===== src/hw/rtl/gbe_pkg.sv =====
// ----------------------------------------------------------------------------
// gbe_pkg
// Shared types and constants for the gap buffer line editor.
// ----------------------------------------------------------------------------
package gbe_pkg;

  localparam int unsigned TEXT_DEPTH_DEF = 1024;

  localparam int unsigned MODE_W = 3;
  localparam int unsigned CHAR_W = 8;
  localparam int unsigned POS_W  = 10;
  localparam int unsigned STAT_W = 2;
  localparam int unsigned LEN_W  = 11;

  typedef enum logic [MODE_W-1:0] {
    MODE_INSERT = 3'd0,
    MODE_LEFT   = 3'd1,
    MODE_RIGHT  = 3'd2,
    MODE_BACK   = 3'd3,
    MODE_READ   = 3'd4
  } mode_e;

  typedef enum logic [STAT_W-1:0] {
    ST_DONE  = 2'd0,
    ST_EDGE  = 2'd1,
    ST_FULL  = 2'd2,
    ST_RANGE = 2'd3
  } status_e;

  typedef enum logic [1:0] {
    S_IDLE = 2'd0,
    S_EXEC = 2'd1,
    S_WAIT = 2'd2
  } state_e;

  typedef struct packed {
    logic [MODE_W-1:0] mode;
    logic [CHAR_W-1:0] char_in;
    logic [POS_W-1:0]  position;
  } gbe_in_t;

  typedef struct packed {
    logic [CHAR_W-1:0] char_out;
    logic [STAT_W-1:0] status;
    logic [LEN_W-1:0]  left_length;
    logic [LEN_W-1:0]  right_length;
  } gbe_out_t;

  // completed command handed to the output stage
  typedef struct packed {
    logic     valid;
    gbe_out_t data;
  } gbe_res_t;

endpackage


===== src/hw/rtl/gbe_ctrl.sv =====
// ----------------------------------------------------------------------------
// gbe_ctrl
// Command sequencer: holds the cursor counts, addresses the store and
// builds one result per command.
// ----------------------------------------------------------------------------
module gbe_ctrl
  import gbe_pkg::*;
#(
  parameter int unsigned TEXT_DEPTH = TEXT_DEPTH_DEF,
  localparam int unsigned AW        = (TEXT_DEPTH > 1) ? $clog2(TEXT_DEPTH) : 1,
  localparam int unsigned CW        = $clog2(TEXT_DEPTH + 1)
) (
  input  logic              clk_i,
  input  logic              rst_ni,
  input  logic              cmd_valid_i,
  output logic              cmd_ready_o,
  input  gbe_in_t           cmd_i,
  input  logic              slot_free_i,
  output gbe_res_t          res_o,
  output logic              mem_we_o,
  output logic [AW-1:0]     mem_waddr_o,
  output logic [CHAR_W-1:0] mem_wdata_o,
  output logic              mem_re_o,
  output logic [AW-1:0]     mem_raddr_o,
  input  logic [CHAR_W-1:0] mem_rdata_i
);

  localparam int unsigned XW = ((CW > POS_W) ? CW : POS_W) + 1;
  localparam logic [CW-1:0] DEPTH_C = CW'(TEXT_DEPTH);

  state_e        state_q, state_d;
  gbe_in_t       cmd_q;
  logic [CW-1:0] left_q, left_d;
  logic [CW-1:0] right_q, right_d;

  logic [CW-1:0] used;
  logic          full;
  logic          in_range;
  logic          needs_mem;
  logic [XW-1:0] far_idx;
  logic          finish;

  assign used     = left_q + right_q;
  assign full     = (used == DEPTH_C);
  assign in_range = (XW'(cmd_q.position) < XW'(used));
  assign far_idx  = XW'(cmd_q.position) + XW'(TEXT_DEPTH) - XW'(used);

  always_comb begin
    case (cmd_q.mode)
      MODE_LEFT:  needs_mem = (left_q != '0);
      MODE_RIGHT: needs_mem = (right_q != '0);
      MODE_READ:  needs_mem = in_range;
      default:    needs_mem = 1'b0;
    endcase
  end

  always_comb begin
    state_d = state_q;
    case (state_q)
      S_IDLE: begin
        if (cmd_valid_i) begin
          state_d = S_EXEC;
        end
      end
      S_EXEC: begin
        if (needs_mem) begin
          state_d = S_WAIT;
        end else if (slot_free_i) begin
          state_d = S_IDLE;
        end
      end
      S_WAIT: begin
        if (slot_free_i) begin
          state_d = S_IDLE;
        end
      end
      default: state_d = S_IDLE;
    endcase
  end

  always_comb begin
    cmd_ready_o = (state_q == S_IDLE);
    finish      = slot_free_i &&
                  (((state_q == S_EXEC) && !needs_mem) || (state_q == S_WAIT));

    mem_re_o    = (state_q == S_EXEC) && needs_mem;
    mem_raddr_o = '0;
    mem_we_o    = 1'b0;
    mem_waddr_o = AW'(left_q);
    mem_wdata_o = mem_rdata_i;

    left_d            = left_q;
    right_d           = right_q;
    res_o.data.status = ST_DONE;

    case (cmd_q.mode)
      MODE_INSERT: begin
        mem_wdata_o = cmd_q.char_in;
        if (full) begin
          res_o.data.status = ST_FULL;
        end else begin
          mem_we_o = finish;
          left_d   = left_q + CW'(1);
        end
      end
      MODE_LEFT: begin
        mem_raddr_o = AW'(left_q - CW'(1));
        mem_waddr_o = AW'(DEPTH_C - right_q - CW'(1));
        if (left_q == '0) begin
          res_o.data.status = ST_EDGE;
        end else begin
          mem_we_o = finish;
          left_d   = left_q - CW'(1);
          right_d  = right_q + CW'(1);
        end
      end
      MODE_RIGHT: begin
        mem_raddr_o = AW'(DEPTH_C - right_q);
        mem_waddr_o = AW'(left_q);
        if (right_q == '0) begin
          res_o.data.status = ST_EDGE;
        end else begin
          mem_we_o = finish;
          left_d   = left_q + CW'(1);
          right_d  = right_q - CW'(1);
        end
      end
      MODE_BACK: begin
        if (left_q == '0) begin
          res_o.data.status = ST_EDGE;
        end else begin
          left_d = left_q - CW'(1);
        end
      end
      MODE_READ: begin
        if (XW'(cmd_q.position) < XW'(left_q)) begin
          mem_raddr_o = AW'(cmd_q.position);
        end else begin
          mem_raddr_o = AW'(far_idx);
        end
        if (!in_range) begin
          res_o.data.status = ST_RANGE;
        end
      end
      default: res_o.data.status = ST_EDGE;
    endcase

    if (!finish) begin
      left_d  = left_q;
      right_d = right_q;
    end

    res_o.valid             = finish;
    res_o.data.char_out     = ((state_q == S_WAIT) && (cmd_q.mode == MODE_READ)) ?
                              mem_rdata_i : '0;
    res_o.data.left_length  = LEN_W'(left_d);
    res_o.data.right_length = LEN_W'(right_d);
  end

  always_ff @(posedge clk_i or negedge rst_ni) begin
    if (!rst_ni) begin
      state_q <= S_IDLE;
      left_q  <= '0;
      right_q <= '0;
    end else begin
      state_q <= state_d;
      left_q  <= left_d;
      right_q <= right_d;
    end
  end

  always_ff @(posedge clk_i) begin
    if (cmd_valid_i && cmd_ready_o) begin
      cmd_q <= cmd_i;
    end
  end

`ifndef SYNTHESIS
  a_counts_fit: assert property (@(posedge clk_i) disable iff (!rst_ni)
    (XW'(left_q) + XW'(right_q)) <= XW'(TEXT_DEPTH))
    else $error("gbe_ctrl: cursor counts exceed store depth");

  a_res_needs_slot: assert property (@(posedge clk_i) disable iff (!rst_ni)
    res_o.valid |-> slot_free_i)
    else $error("gbe_ctrl: result raised while output slot busy");

  a_no_write_idle: assert property (@(posedge clk_i) disable iff (!rst_ni)
    (state_q == S_IDLE) |-> !mem_we_o)
    else $error("gbe_ctrl: store written with no command in progress");

  a_left_move: assert property (@(posedge clk_i) disable iff (!rst_ni)
    (res_o.valid && (cmd_q.mode == MODE_LEFT) && (res_o.data.status == ST_DONE))
    |=> (left_q == $past(left_q) - CW'(1)) && (right_q == $past(right_q) + CW'(1)))
    else $error("gbe_ctrl: cursor left did not shift the counts");
`endif

endmodule


===== config.mk =====
export PLATFORM = sky130hd
export DESIGN_NAME = gbe_ctrl
export DESIGN_NICKNAME = d
export VERILOG_FILES = /design/src/hw/rtl/gbe_pkg.sv /design/src/hw/rtl/gbe_ctrl.sv
export SDC_FILE = /design/constraint.sdc
export NUM_CORES = 1
export LEC_CHECK = 0
export BUFFER_PORTS_ARGS = -buffer_cell sky130_fd_sc_hd__buf_2
export CAP_MARGIN = 5
export CORE_MARGIN = 10
export CORE_UTILIZATION = 25
export DETAILED_ROUTE_END_ITERATION = 10
export PLACE_DENSITY_LB_ADDON = 0.1
export SYNTH_ARGS = -nofsm -noshare
export SYNTH_HDL_FRONTEND = slang
export SYNTH_SLANG_ARGS = --single-unit

===== constraint.sdc =====
create_clock -name clk_i -period 4.8 [get_ports clk_i]
set_clock_uncertainty 0.2 [all_clocks]
set_input_delay 0.48 -clock clk_i [delete_from_list [all_inputs] [get_ports clk_i]]
set_output_delay 0.48 -clock clk_i [all_outputs]
set_load 0.03 [all_outputs]

==> Word level (Yosys, flattened, before mapping) <==
Cells that the tools add are included.
{ "totals": {"in_bits": 33, "latch_bits": 0, "register_bits": 45, "ramBits": 0, "mem_bits_ro": 0, "output_inout_bits": 64, "n_memories": 0, "word_cells": 67} }
{ "op_classes": {"eq_ne": 8, "magnitude_cmp": 2, "shifts": 0, "n_reduce_logical": 14, "n_mul": 0, "bitwise_logic": 0, "muxes": 28, "div": 0, "n_addsub": 9} }
{ "ops": {"columns": ["cell", "count"], "rows": [
  ["two-way mux 11 bit", 7],
  ["one-hot mux 11 bit (3 select lines)", 1],
  ["one-hot mux 10 bit (3 select lines)", 1],
  ["adder 11 x 1 -> 11 bit, second input constant", 2],
  ["zero test 11 bit", 2],
  ["< comparator 10 x 11 -> 1 bit", 2],
  ["one-hot mux 11 bit (2 select lines)", 1],
  ["nonzero test 11 bit", 2],
  ["subtractor 11 x 1 -> 11 bit, second input constant", 2],
  ["two-way mux 10 bit", 2],
  ["two-way mux 8 bit", 2],
  ["adder 11 bit", 1],
  ["== test 11 bit, second input constant", 1],
  ["adder 10 x 1 -> 10 bit, second input constant", 1],
  ["two-way mux 2 bit", 5],
  ["subtractor 1 x 10 -> 10 bit, first input constant", 1],
  ["subtractor 10 x 1 -> 10 bit, second input constant", 1],
  ["subtractor 10 bit", 1],
  ["one-hot mux 2 bit (4 select lines)", 1],
  ["== test 3 x 2 -> 1 bit, second input constant", 2],
  ["one-hot mux 1 bit (3 select lines)", 2],
  ["one-hot mux 2 bit (3 select lines)", 1],
  ["logical AND 1 bit", 5],
  ["two-way mux 1 bit", 5],
  ["10 further kinds", 10]
]} }

==> Longest topological paths before layout <==
Gate-level depths: netlist of run 1.
{ "logic_depth": {"word_depth": 9, "mapped_depth": 17, "depth_no_buf": 17} }

==> Worst setup path before layout of run 1 <==
No wires, ideal clock.
{ "synth_timing": {"path_kind": "reg-to-output", "startpoint": "register right_q[0]", "endpoint": "output port mem_raddr_o[8]", "path_buffers": 0, "path_slack_ns": 0.399, "arrival_ns": 3.721, "stages_incl_launch_ff": 16, "required_time_ns": 4.120, "cell_sequence": "dfrtp_1 ha_1 inv_1 fa_1 nor2b_1 o22ai_1 xnor2_1 inv_1 ha_1 a21boi_0 o21ai_0 a21boi_0 o22ai_1 a21o_1 and3_1 o31ai_1"} }
{ "synth_between": {"elab_chain_cells": 4, "word_cells_on_any_way": 5, "classes_between": "add/sub: 3; mux: 2"} }
{ "synth_lines": {"columns": ["element", "line_no", "source"], "rows": [
  ["from (decl)", "gbe_ctrl.sv:34", "logic [CW-1:0] right_q, right_d;"],
  ["from (signal assigned)", "gbe_ctrl.sv:168", "right_q <= right_d;"],
  ["adder 11 bit", "gbe_ctrl.sv:43", "assign used = left_q + right_q;"],
  ["subtractor 10 bit", "gbe_ctrl.sv:46", "assign far_idx = XW'(cmd_q.position) + XW'(TEXT_DEPTH) - XW'(used);"],
  ["two-way mux 10 bit", "gbe_ctrl.sv:136", "if (XW'(cmd_q.position) < XW'(left_q)) begin"],
  ["one-hot mux 10 bit (3 select lines) *", "gbe_ctrl.sv:96", "case (cmd_q.mode)"],
  ["to (decl)", "gbe_ctrl.sv:24", "output logic [AW-1:0] mem_raddr_o,"]
]} }
Mark *: on every way between the ends. The rest lies on a longest branch, timed or not.

==> out/qor.yml, run 1 <==
setup_path:
  path_max_fanout: 7
  arrival_ns: 3.94
  cp-start-kind: "flop"
  worstPathRequired_ns: 4.12
  crit_path_end_kind: "output pin"
  worstSetupPathType: "flop to output pin"
  rr_worst_depth: 15
synthesis:
  ys_seq_area_frac: 0.272
  synthArstFlopShare: 0.533
  ys_warn_count: 0
  synth_ff_type: "dfrtp_1"
  ys_ff_latch: 45
  syn-num-nets: 641
  synth_area_um2: 4530
  synthCells: 575
  synth-edff-count: 21
  synth.distinct_cells: 76
  syn_area_per_cell_um2: 7.87
clock_tree:
  clk_path_buf_depth: 2
  cts_tree: "built"
  root_buffer: "clkbuf_16"
  clock_latency_ns: 0.31
  clock_sinks: 45
  cts_max_level: 2
  path_clk_slew_ns: 0.07
  cts_buffers: 5
timing:
  period_minus_slack_ns: 4.62
  finalSetupViolations: 0
  finalHoldViolCount: 0
  finalCritPeriodShare: 0.962
  drv_slew: 0
  maxSlewHeadroom: 0.303
  tightest_slew_ns: 1.05
  tns_ns: 0
  fmax_ghz: 0.216
finish:
  final_util: 0.315
  area_growth_pct: 24.5
  fillerInstances: 1989
  layout-drive-gt1-share: 0.252
  antenna_cells: 0
  final-seq-area_um2: 1230
  nets: 739
  multi_input_area_um2: 3170
floorplan:
  chipHeight_um: 155
  initial_core_util: 0.253
  fp.coreArea_um2: 17900
  row_count: 49
  dieArea_um2: 23900
  io_pins: 97
  dieWidth_um: 155
routing:
  drt_wl_total_um: 17200
  wire_per_inst_um: 19.1
  drt-met1-wl_um: 8160
  wl_met2_um: 7950
  maxUsedRoutingLayer: "met4"
  vias: 4658
  vias_per_cell: 5.16
  drc: 0
  drt-initial-drc-count: 260
  dr_wl_met3_um: 771
  postRouteAntennaNets: 0
  drtPass1Iterations: 5
power:
  irDropWorstVdd_mv: 0.298
  leakagePower_nw: 2.45
  p_total_w: 0.00407
  power.density_nw_per_um2: 723
global_route:
  grt_max_degree: 27
  antenna_found_initial: 0
  grt_pass1_wl_um: 26900
  groute.usage.overall: 0.141
  overflow: 0
  grt_pass1_vias: 4730
run_status:
  status: "completed"
job:
  maxCapViolCount: 0
placed_design:
  place.gp.congestion: 0.906
  place_hpwl_um: 13900
  numPortBuffers: 96
hold_path:
  holdPathStages: 1
  hp-class: "input pin to flop"
==> power breakdown <==
part / leakage [nW] / total (W) / internal [W] / switching (W)
clock network: 0.0679 / 0.000371 / 0.000194 / 0.000177
registers: 0.507 / 0.000672 / 0.000528 / 0.000144
logic: 1.87 / 0.00303 / 0.00111 / 0.00192
==> cells in the final DEF (no fill, tap or decap), types with 5 or more instances in the layout <==
cell and n:
o22ai_1 9, clkbuf_16 5, a21oi_1 23, o21a_1 6, dfrtp_1 23, and3_1 12
inv_1 27, o31ai_1 8, nand4_1 7, ha_1 29, mux2i_1 6, nor3_1 15
a21o_1 6, xnor2_1 23, nor4_1 5, o21ai_0 47, nand2_1 67, and2_1 5
or3_1 5, edfxtp_1 21, nor2b_1 11, nand2b_1 9, xor2_1 10, buf_4 26
nor2_1 56, nand3_1 17, buf_2 92
==> kinds of logic after synthesis <==
kind of cell / Yosys count / share of synthesized area
AOI/OAI and AO/OA: 164 / 0.245
xor gates and xnor gates: 34 / 0.0658
adders and majority gates: 34 / 0.0967
buffers and inverters: 59 / 0.0517
DFF: 45 / 0.272
muxes: 8 / 0.0182
and+or+nand+nor: 231 / 0.251
==> stage by stage <==
step | hold slack [ns] | instances | instance area, um2 | setup slack, ns
finish | 0.140 | 903 | 5640 | 0.180
detailed placement | 0.329 | 892 | 5340 | 0.193
CTS | 0.127 | 901 | 5500 | 0.0208
floorplan | -0.0156 | 575 | 4530 | 0.399
global placement | 0.331 | 892 | 5340 | 0.306
global route | 0.130 | 903 | 5640 | -0.0362
==> critical path, stage by stage (launching register included) <==
cell      delay, ns
dfrtp_1        0.39
buf_4          0.17
inv_1          0.14
ha_2           0.26
or4b_4         0.53
o41a_4         0.54
a211oi_4       0.34
o21ai_2        0.18
or3_1          0.37
a21oi_1        0.15
nor2_1         0.05
o21ai_0        0.21
buf_2          0.30
==> metal layers <==
metal | up-vias | GRT usage
met4 | 0 | 0.0436
met5 | - | 0
met2 | 113 | 0.226
met3 | 14 | 0.0324
li1 | 2285 | -
met1 | 2246 | 0.183
==> cell type report <==
type                    instances  area share
multi-input cells             471       0.563
flip-flops and latches         45       0.219
repair buffers                122       0.123
well taps                     229      0.0508
clock buffers                   5      0.0222
inverters                      28      0.0187
clock inverters                 3     0.00355
==> cells in the mapped netlist (3+ instances only) <==
library cell | n | area share
or3_1 | 5 | 0.0069
clkbuf_1 | 27 | 0.022
a21oi_1 | 28 | 0.031
and3_1 | 12 | 0.017
a22oi_1 | 5 | 0.0083
dfrtp_1 | 24 | 0.13
nor2b_1 | 12 | 0.017
nor4_1 | 6 | 0.0083
xor2_1 | 10 | 0.019
o31ai_1 | 9 | 0.015
o22ai_1 | 9 | 0.012
xnor2_1 | 24 | 0.046
or2_2 | 4 | 0.0055
a21boi_0 | 5 | 0.0083
nand3_1 | 17 | 0.019
o21ai_0 | 49 | 0.054
nand4_1 | 7 | 0.0097
nand2_1 | 67 | 0.056
a21o_1 | 6 | 0.0099
o21a_1 | 6 | 0.0099
a31oi_1 | 4 | 0.0055
nor2_1 | 58 | 0.048
inv_1 | 28 | 0.023
edfxtp_1 | 21 | 0.14
ha_1 | 31 | 0.086
and2_1 | 5 | 0.0069
mux2i_1 | 6 | 0.013
nand3b_1 | 3 | 0.0050
a32oi_1 | 3 | 0.0058
a22o_1 | 3 | 0.0058
o211ai_1 | 4 | 0.0066
nand2b_1 | 9 | 0.012
nor3_1 | 15 | 0.017
==> state kept, by name (all words and copies together), names as in the netlist <==
name,flops
right_q,11
cmd_q,21
left_q,11
state_q,2
==> worst paths after layout <==
kind / from / end / slack (ns)
hold reg to reg: left_q[10]$_DFF_PN0_ / left_q[10]$_DFF_PN0_ / 0.46
min in group asynchronous: rst_ni / right_q[4]$_DFF_PN0_ / 0.52
setup / recovery: right_q[0]$_DFF_PN0_ / res_o[15] / 0.18
max in group asynchronous: rst_ni / right_q[1]$_DFF_PN0_ / 3.46
setup reg to reg: right_q[1]$_DFF_PN0_ / right_q[7]$_DFF_PN0_ / 0.99
hold / removal: cmd_i[11] / cmd_q[11]$_DFFE_PP_ / 0.14
==> what timing repair did <==
item	CTS	global route
setup endpoints to repair	5	20
endpoints found under the hold margin	21	0
resized for setup	2	37
pin swaps	0	4
setup buffers	0	2
hold buffers	1	0
cloned	0	0
(Power assumes the default switching activity.)
==> run 2, diff against run 1 <==
--- a/config.mk
+++ b/config.mk
@@ -11,6 +11,7 @@
 export CORE_UTILIZATION = 25
 export DETAILED_ROUTE_END_ITERATION = 10
 export PLACE_DENSITY_LB_ADDON = 0.1
+export RECOVER_POWER = 25
 export SYNTH_ARGS = -nofsm -noshare
 export SYNTH_HDL_FRONTEND = slang
 export SYNTH_SLANG_ARGS = --single-unit
==> run 2 against run 1 <==
  * Maximum frequency unchanged
  * Count of clock-buffer cells in the layout unchanged
  * Sequential share of layout area hardly changed
  * Via count is the same
  * First-iteration DRC count unchanged
  * Cell area barely moved
  * Worst hold slack did not move
  * Sequential cell count unchanged
  * Sequential power about the same
  * Largest power group unchanged
==> out/qor.yml, run 2 (same netlist as run 1, synthesis figures left out) <==
placed_design:
  place_area_um2: 5340  # unchanged
  place_hpwl_um: 13900  # unchanged
  pre_cts_ws_ns: 0.193  # unchanged
  numPortBuffers: 96  # unchanged
  place.gp.congestion: 0.906  # unchanged
finish:
  fillerInstances: 1989  # unchanged
  multi_input_area_um2: 3170  # unchanged
  largest_register_ffs: 21  # unchanged
  top_register: "cmd_q"
  mostFrequentLayoutCell: "buf_2"
  reg_top3: "cmd_q: 21 flops, left_q: 11 flops, right_q: 11 flops"
  nets: 739  # unchanged
  layout_common_cells: "91 x buf_2, 67 x nand2_1, 56 x nor2_1"
  antenna_cells: 0  # unchanged
  final_util: 0.315  # about the same
  fin_area_um2: 5630  # about the same
  final-seq-area_um2: 1230  # unchanged
  layout-drive-gt1-share: 0.251  # -0.00148
  area_growth_pct: 24.4  # about the same
routing:
  drtPass1Iterations: 5  # unchanged
  postRouteAntennaNets: 0  # unchanged
  wire_per_inst_um: 19.1  # about the same
  drt-initial-drc-count: 260  # unchanged
  vias_per_cell: 5.16  # unchanged
  drc: 0  # unchanged
  drt_wl_total_um: 17200  # about the same
  vias: 4658  # unchanged
power:
  leakagePower_nw: 2.44  # -0.11%
  irDropWorstVdd_mv: 0.298  # about the same
  p_total_w: 0.00407  # about the same
  power.density_nw_per_um2: 723  # about the same
setup_path:
  arrival_ns: 3.94  # about the same
  rr_worst_depth: 15  # unchanged
  worstPathRequired_ns: 4.12  # about the same
  crit_path_end_kind: "output pin"
  rr_endpoint: "right_q[7]$_DFF_PN0_"
  path_max_fanout: 7  # unchanged
  r2r_setup_slack_ns: 0.99  # about the same
  worstSetupPathType: "flop to output pin"
  cp-start-kind: "flop"
  timing.rr.start: "right_q[1]$_DFF_PN0_"
timing:
  tightest_slew_ns: 1.46  # +0.411 ns
  fin_ws_ns: 0.180  # unchanged
  finalSetupViolations: 0  # unchanged
  finalCritPeriodShare: 0.962  # unchanged
  fmax_ghz: 0.216  # unchanged
  drv_slew: 0  # unchanged
  maxSlewHeadroom: 0.0289  # -0.274
  period_minus_slack_ns: 4.62  # unchanged
  finalHoldViolCount: 0  # unchanged
clock_tree:
  clock_sinks: 45  # unchanged
  clk_path_buf_depth: 2  # unchanged
  cts_buffers: 5  # unchanged
  cts_max_level: 2  # unchanged
  root_buffer: "clkbuf_16"
  clock_latency_ns: 0.31  # about the same
  cts_tree: "built"
  path_clk_slew_ns: 0.07  # about the same
hold_path:
  hp-start: "cmd_i[11]"
  holdPathStages: 1  # unchanged
  min_to: "cmd_q[11]$_DFFE_PP_"
  hp-class: "input pin to flop"
floorplan:
  initial_core_util: 0.253  # unchanged
  io_pins: 97  # unchanged
  dieArea_um2: 23900  # unchanged
  dieWidth_um: 155  # unchanged
  chipHeight_um: 155  # unchanged
  fp.coreArea_um2: 17900  # unchanged
  row_count: 49  # unchanged
global_route:
  overflow: 0  # unchanged
  grt_pass1_wl_um: 26900  # unchanged
  grt_pass1_vias: 4730  # unchanged
  groute.usage.overall: 0.141  # unchanged
  antenna_found_initial: 0  # unchanged
  grt_max_degree: 27  # unchanged
run_status:
  status: "completed"
job:
  maxCapViolCount: 0  # unchanged
-- run 2: cell types whose count changed in the layout (fill, tap and decap cells not counted) --
| cell | before | now |
|---|---|---|
| clkbuf_1 | 0 | 1 |
| buf_2 | 92 | 91 |
-- run 2: critical path, stage by stage, from the launching register on --
cell and delay (ns):
dfrtp_1 0.39, buf_4 0.17, inv_1 0.14, ha_2 0.26, or4b_4 0.53, o41a_4 0.54
a211oi_4 0.34, o21ai_2 0.18, or3_1 0.37, a21oi_1 0.15, nor2_1 0.05, o21ai_0 0.21
buf_2 0.30
-- run 2: how the worst max path moves through the flow --
stage / startpoint / end / cells past startpoint
2_1_floorplan: right_q[0]$_DFF_PN0_ / mem_raddr_o[8] / 15
3_3_place_gp: right_q[1]$_DFF_PN0_ / res_o[9] / 17
3_5_place_dp: right_q[1]$_DFF_PN0_ / res_o[9] / 17
4_1_cts: right_q[1]$_DFF_PN0_ / res_o[9] / 17
5_1_grt: right_q[0]$_DFF_PN0_ / res_o[10] / 17
6_report: right_q[0]$_DFF_PN0_ / res_o[15] / 12
-- run 2: metal layers --
layer / vias up / track usage / part of all wire
met2: 113 / 0.226 / 0.46
met1: 2246 / 0.183 / 0.47
li1: 2285 / - / -
met3: 14 / 0.0324 / 0.045
met4: 0 / 0.0436 / 0.019
met5: - / 0 / 0
-- run 2: power breakdown --
part / internal, W / total (W) / switching [W]
Clock: 0.000194 / 0.000371 / 0.000177
Sequential: 0.000528 / 0.000671 / 0.000144
Combinational: 0.00111 / 0.00303 / 0.00192
Total: 0.00183 / 0.00407 / 0.00224
-- run 2: layout make-up --
cell class | count | share of cell area
Multi-Input combinational cell | 471 | 0.563
Inverter | 28 | 0.0187
Clock inverter | 3 | 0.00355
Clock buffer | 5 | 0.0222
Tap cell | 229 | 0.0509
Sequential cell | 45 | 0.219
Timing Repair Buffer | 122 | 0.123
-- run 2: what timing repair did --
item                       4_1_cts  5_1_grt
buffers inserted                 0        2
hold buffers                     1        0
pin swaps                        0        4
hold endpoints to repair        21        0
resized for setup                2       37
setup endpoints to repair        5       20
-- run 2: per-stage QoR --
stage          hold slack (ns)  std cells  setup TNS, ns
2_1_floorplan          -0.0156        575              0
3_3_place_gp             0.331        892              0
3_5_place_dp             0.329        892              0
4_1_cts                  0.127        901              0
5_1_grt                  0.130        903        -0.0427
6_report                 0.140        903              0
==> run 3, diff against run 2 <==
--- a/config.mk
+++ b/config.mk
@@ -7,6 +7,8 @@
 export LEC_CHECK = 0
 export BUFFER_PORTS_ARGS = -buffer_cell sky130_fd_sc_hd__buf_2
 export CAP_MARGIN = 5
+export CELL_PAD_IN_SITES_DETAIL_PLACEMENT = 0
+export CELL_PAD_IN_SITES_GLOBAL_PLACEMENT = 1
 export CORE_MARGIN = 10
 export CORE_UTILIZATION = 25
 export DETAILED_ROUTE_END_ITERATION = 10
==> run 3 against run 2 <==
  * The run now ends with max-capacitance violations, max-slew violations left
  * Sequential power barely moved
  * First-iteration DRC count is 1.2% higher
  * Via count down 0.28%
  * Cell area rose by 0.56%
  * Utilization up 0.17 points
  * Clock power is 4% higher
  * Count of clock-buffer cells in the layout unchanged
  * Critical path type unchanged
  * Critical endpoint is now res_o[17]
==> out/qor.yml, run 3 (same netlist as run 1, synthesis figures left out) <==
setup_path:
  worstSetupPathType: "flop to output pin"
  critPathCapture: "res_o[17]"
  r2r_setup_slack_ns: 0.98  # about the same
  rr_worst_depth: 16  # +1
  path_max_fanout: 7  # unchanged
  cp-start-kind: "flop"
  critPathLaunch: "right_q[0]$_DFF_PN0_"
  rr_endpoint: "right_q[9]$_DFF_PN0_"
  arrival_ns: 3.93  # about the same
  worstPathRequired_ns: 4.12  # about the same
  crit_path_end_kind: "output pin"
  timing.rr.start: "left_q[0]$_DFF_PN0_"
routing:
  vias: 4645  # -0.28%
  postRouteAntennaNets: 0  # unchanged
  vias_per_cell: 5.11  # -0.94%
  wire_per_inst_um: 19.7  # +3.3%
  drt-initial-drc-count: 263  # +1.2%
  drc: 0  # unchanged
  drtPass1Iterations: 4  # -1
  drt_wl_total_um: 17900  # +4.0%
finish:
  layout-drive-gt1-share: 0.259  # +0.00808
  fillerInstances: 1943  # -2.3%
  antenna_cells: 0  # unchanged
  area_growth_pct: 25.1
  layout_common_cells: "90 x buf_2, 67 x nand2_1, 56 x nor2_1"
  fin_area_um2: 5670  # +0.56%
  mostFrequentLayoutCell: "buf_2"
  top_register: "cmd_q"
  nets: 745  # +0.81%
  reg_top3: "cmd_q: 21 flops, left_q: 11 flops, right_q: 11 flops"
  largest_register_ffs: 21  # unchanged
clock_tree:
  clock_sinks: 45  # unchanged
  hold_buffers: 0  # -1
  cts_tree: "built"
  path_clk_slew_ns: 0.08  # about the same
  cts_max_level: 2  # unchanged
  clock_latency_ns: 0.31  # about the same
  clk_path_buf_depth: 2  # unchanged
  cts_buffers: 5  # unchanged
  root_buffer: "clkbuf_16"
power:
  p_switching_w: 0.00227  # +1.4%
  p_total_w: 0.00414  # +1.6%
  power.density_nw_per_um2: 730  # +1.0%
  irDropWorstVdd_mv: 0.250  # -16%
  internal_power_w: 0.00187  # +1.9%
  clock_power_share: 0.093  # +0.002
  leakagePower_nw: 2.47  # +1.2%
  combPwrFrac: 0.746  # +0.002
  seqPwrFrac: 0.162  # -0.003
  swShare: 0.549  # -0.00116
floorplan:
  row_count: 49  # unchanged
  chipHeight_um: 155  # unchanged
  io_pins: 97  # unchanged
  fp.coreArea_um2: 17900  # unchanged
  dieWidth_um: 155  # unchanged
  initial_core_util: 0.253  # unchanged
  dieArea_um2: 23900  # unchanged
hold_path:
  hp-class: "input pin to flop"
job:
  maxCapViolCount: 1  # +1
placed_design:
  place_area_um2: 5360  # +0.42%
  pre_cts_ws_ns: 0.122  # -0.0709 ns
  numPortBuffers: 96  # unchanged
  place.gp.congestion: 0.873  # -3.7%
  place_hpwl_um: 14500  # +4.5%
timing:
  maxSlewHeadroom: -0.0342  # -0.0631
  finalCritPeriodShare: 0.961  # -0.00160
  fmax_ghz: 0.217  # +0.17%
  fin_ws_ns: 0.188  # +0.00770 ns
  period_minus_slack_ns: 4.61  # -0.00770 ns
  finalHoldViolCount: 0  # unchanged
  finalSetupViolations: 0  # unchanged
  tightest_slew_ns: 1.55  # +0.0947 ns
  hold_ws_ns: 0.135  # -0.00437 ns
  drv_slew: 25  # +25
run_status:
  status: "complete, but fails checks"
  violations: "max-capacitance violations, max-slew violations"
global_route:
  antenna_found_initial: 0  # unchanged
  grt_max_degree: 27  # unchanged
  grt_pass1_wl_um: 28100  # +4.4%
  groute.usage.overall: 0.149  # +0.00775
  overflow: 0  # unchanged
  grt_pass1_vias: 4730  # unchanged
-- run 3: power groups by stage --
stage | Combinational (W) | Sequential [W] | Clock [W]
global placement | 0.00296 | 0.000674 | 0
finish | 0.00309 | 0.000669 | 0.000384
global route | 0.00342 | 0.000690 | 0.000409
detailed placement | 0.00296 | 0.000677 | 0
CTS | 0.00300 | 0.000670 | 0.000396
floorplan | 0.00214 | 0.000605 | 0
-- run 3: layer usage --
layer / up-vias / routed length (um) / GRT usage
li1: 2310 / - / -
met1: 2196 / 8530 / 0.195
met4: 0 / 320 / 0.0409
met2: 124 / 8120 / 0.240
met5: - / 0 / 0
met3: 15 / 921 / 0.0330
-- run 3: how the worst min path moves through the flow --
| stage | start | endpoint | slack [ns] | cells after the start |
|---|---|---|---|---|
| final | cmd_i[17] | cmd_q[17]$_DFFE_PP_ | 0.14 | 1 |
| after global routing | cmd_i[3] | cmd_q[3]$_DFFE_PP_ | 0.13 | 1 |
| after CTS | rst_ni | right_q[0]$_DFF_PN0_ | 0.02 | 1 |
| after detailed placement | rst_ni | right_q[7]$_DFF_PN0_ | 0.35 | 1 |
| after global placement | rst_ni | right_q[9]$_DFF_PN0_ | 0.34 | 1 |
| after floorplan | rst_ni | left_q[0]$_DFF_PN0_ | -0.02 | 0 |
-- run 3: layout make-up --
cell class / count / area, um2 / area share
Clock inverter: 3 / 20.0 / 0.00353
Multi-Input combinational cell: 471 / 3160 / 0.558
Inverter: 28 / 105 / 0.0186
Timing Repair Buffer: 128 / 736 / 0.130
Sequential cell: 45 / 1230 / 0.218
Tap cell: 229 / 287 / 0.0506
Clock buffer: 5 / 125 / 0.0221
-- run 3: stage by stage --
stage / utilization / cells / setup TNS [ns]
after floorplan: - / 575 / 0
after global placement: 0.299 / 895 / 0
after detailed placement: 0.299 / 895 / 0
after CTS: 0.310 / 906 / 0
after global routing: 0.316 / 909 / -0.00656
final: 0.316 / 909 / 0
-- run 3: worst max-delay path: stages, from the launching register on --
cell	delay, ns
dfrtp_1	0.38
buf_4	0.17
inv_1	0.15
ha_2	0.26
or4b_4	0.53
o41a_4	0.54
a211oi_4	0.33
o21a_2	0.28
o221ai_4	0.16
buf_4	0.20
o211ai_2	0.21
xnor2_2	0.15
buf_2	0.23
-- run 3: repair_timing --
action / CTS / global route
pin swaps: 2 / 6
endpoints found under the setup margin: 7 / 22
gates cloned: 0 / 0
setup buffers: 3 / 3
resized for setup: 5 / 29
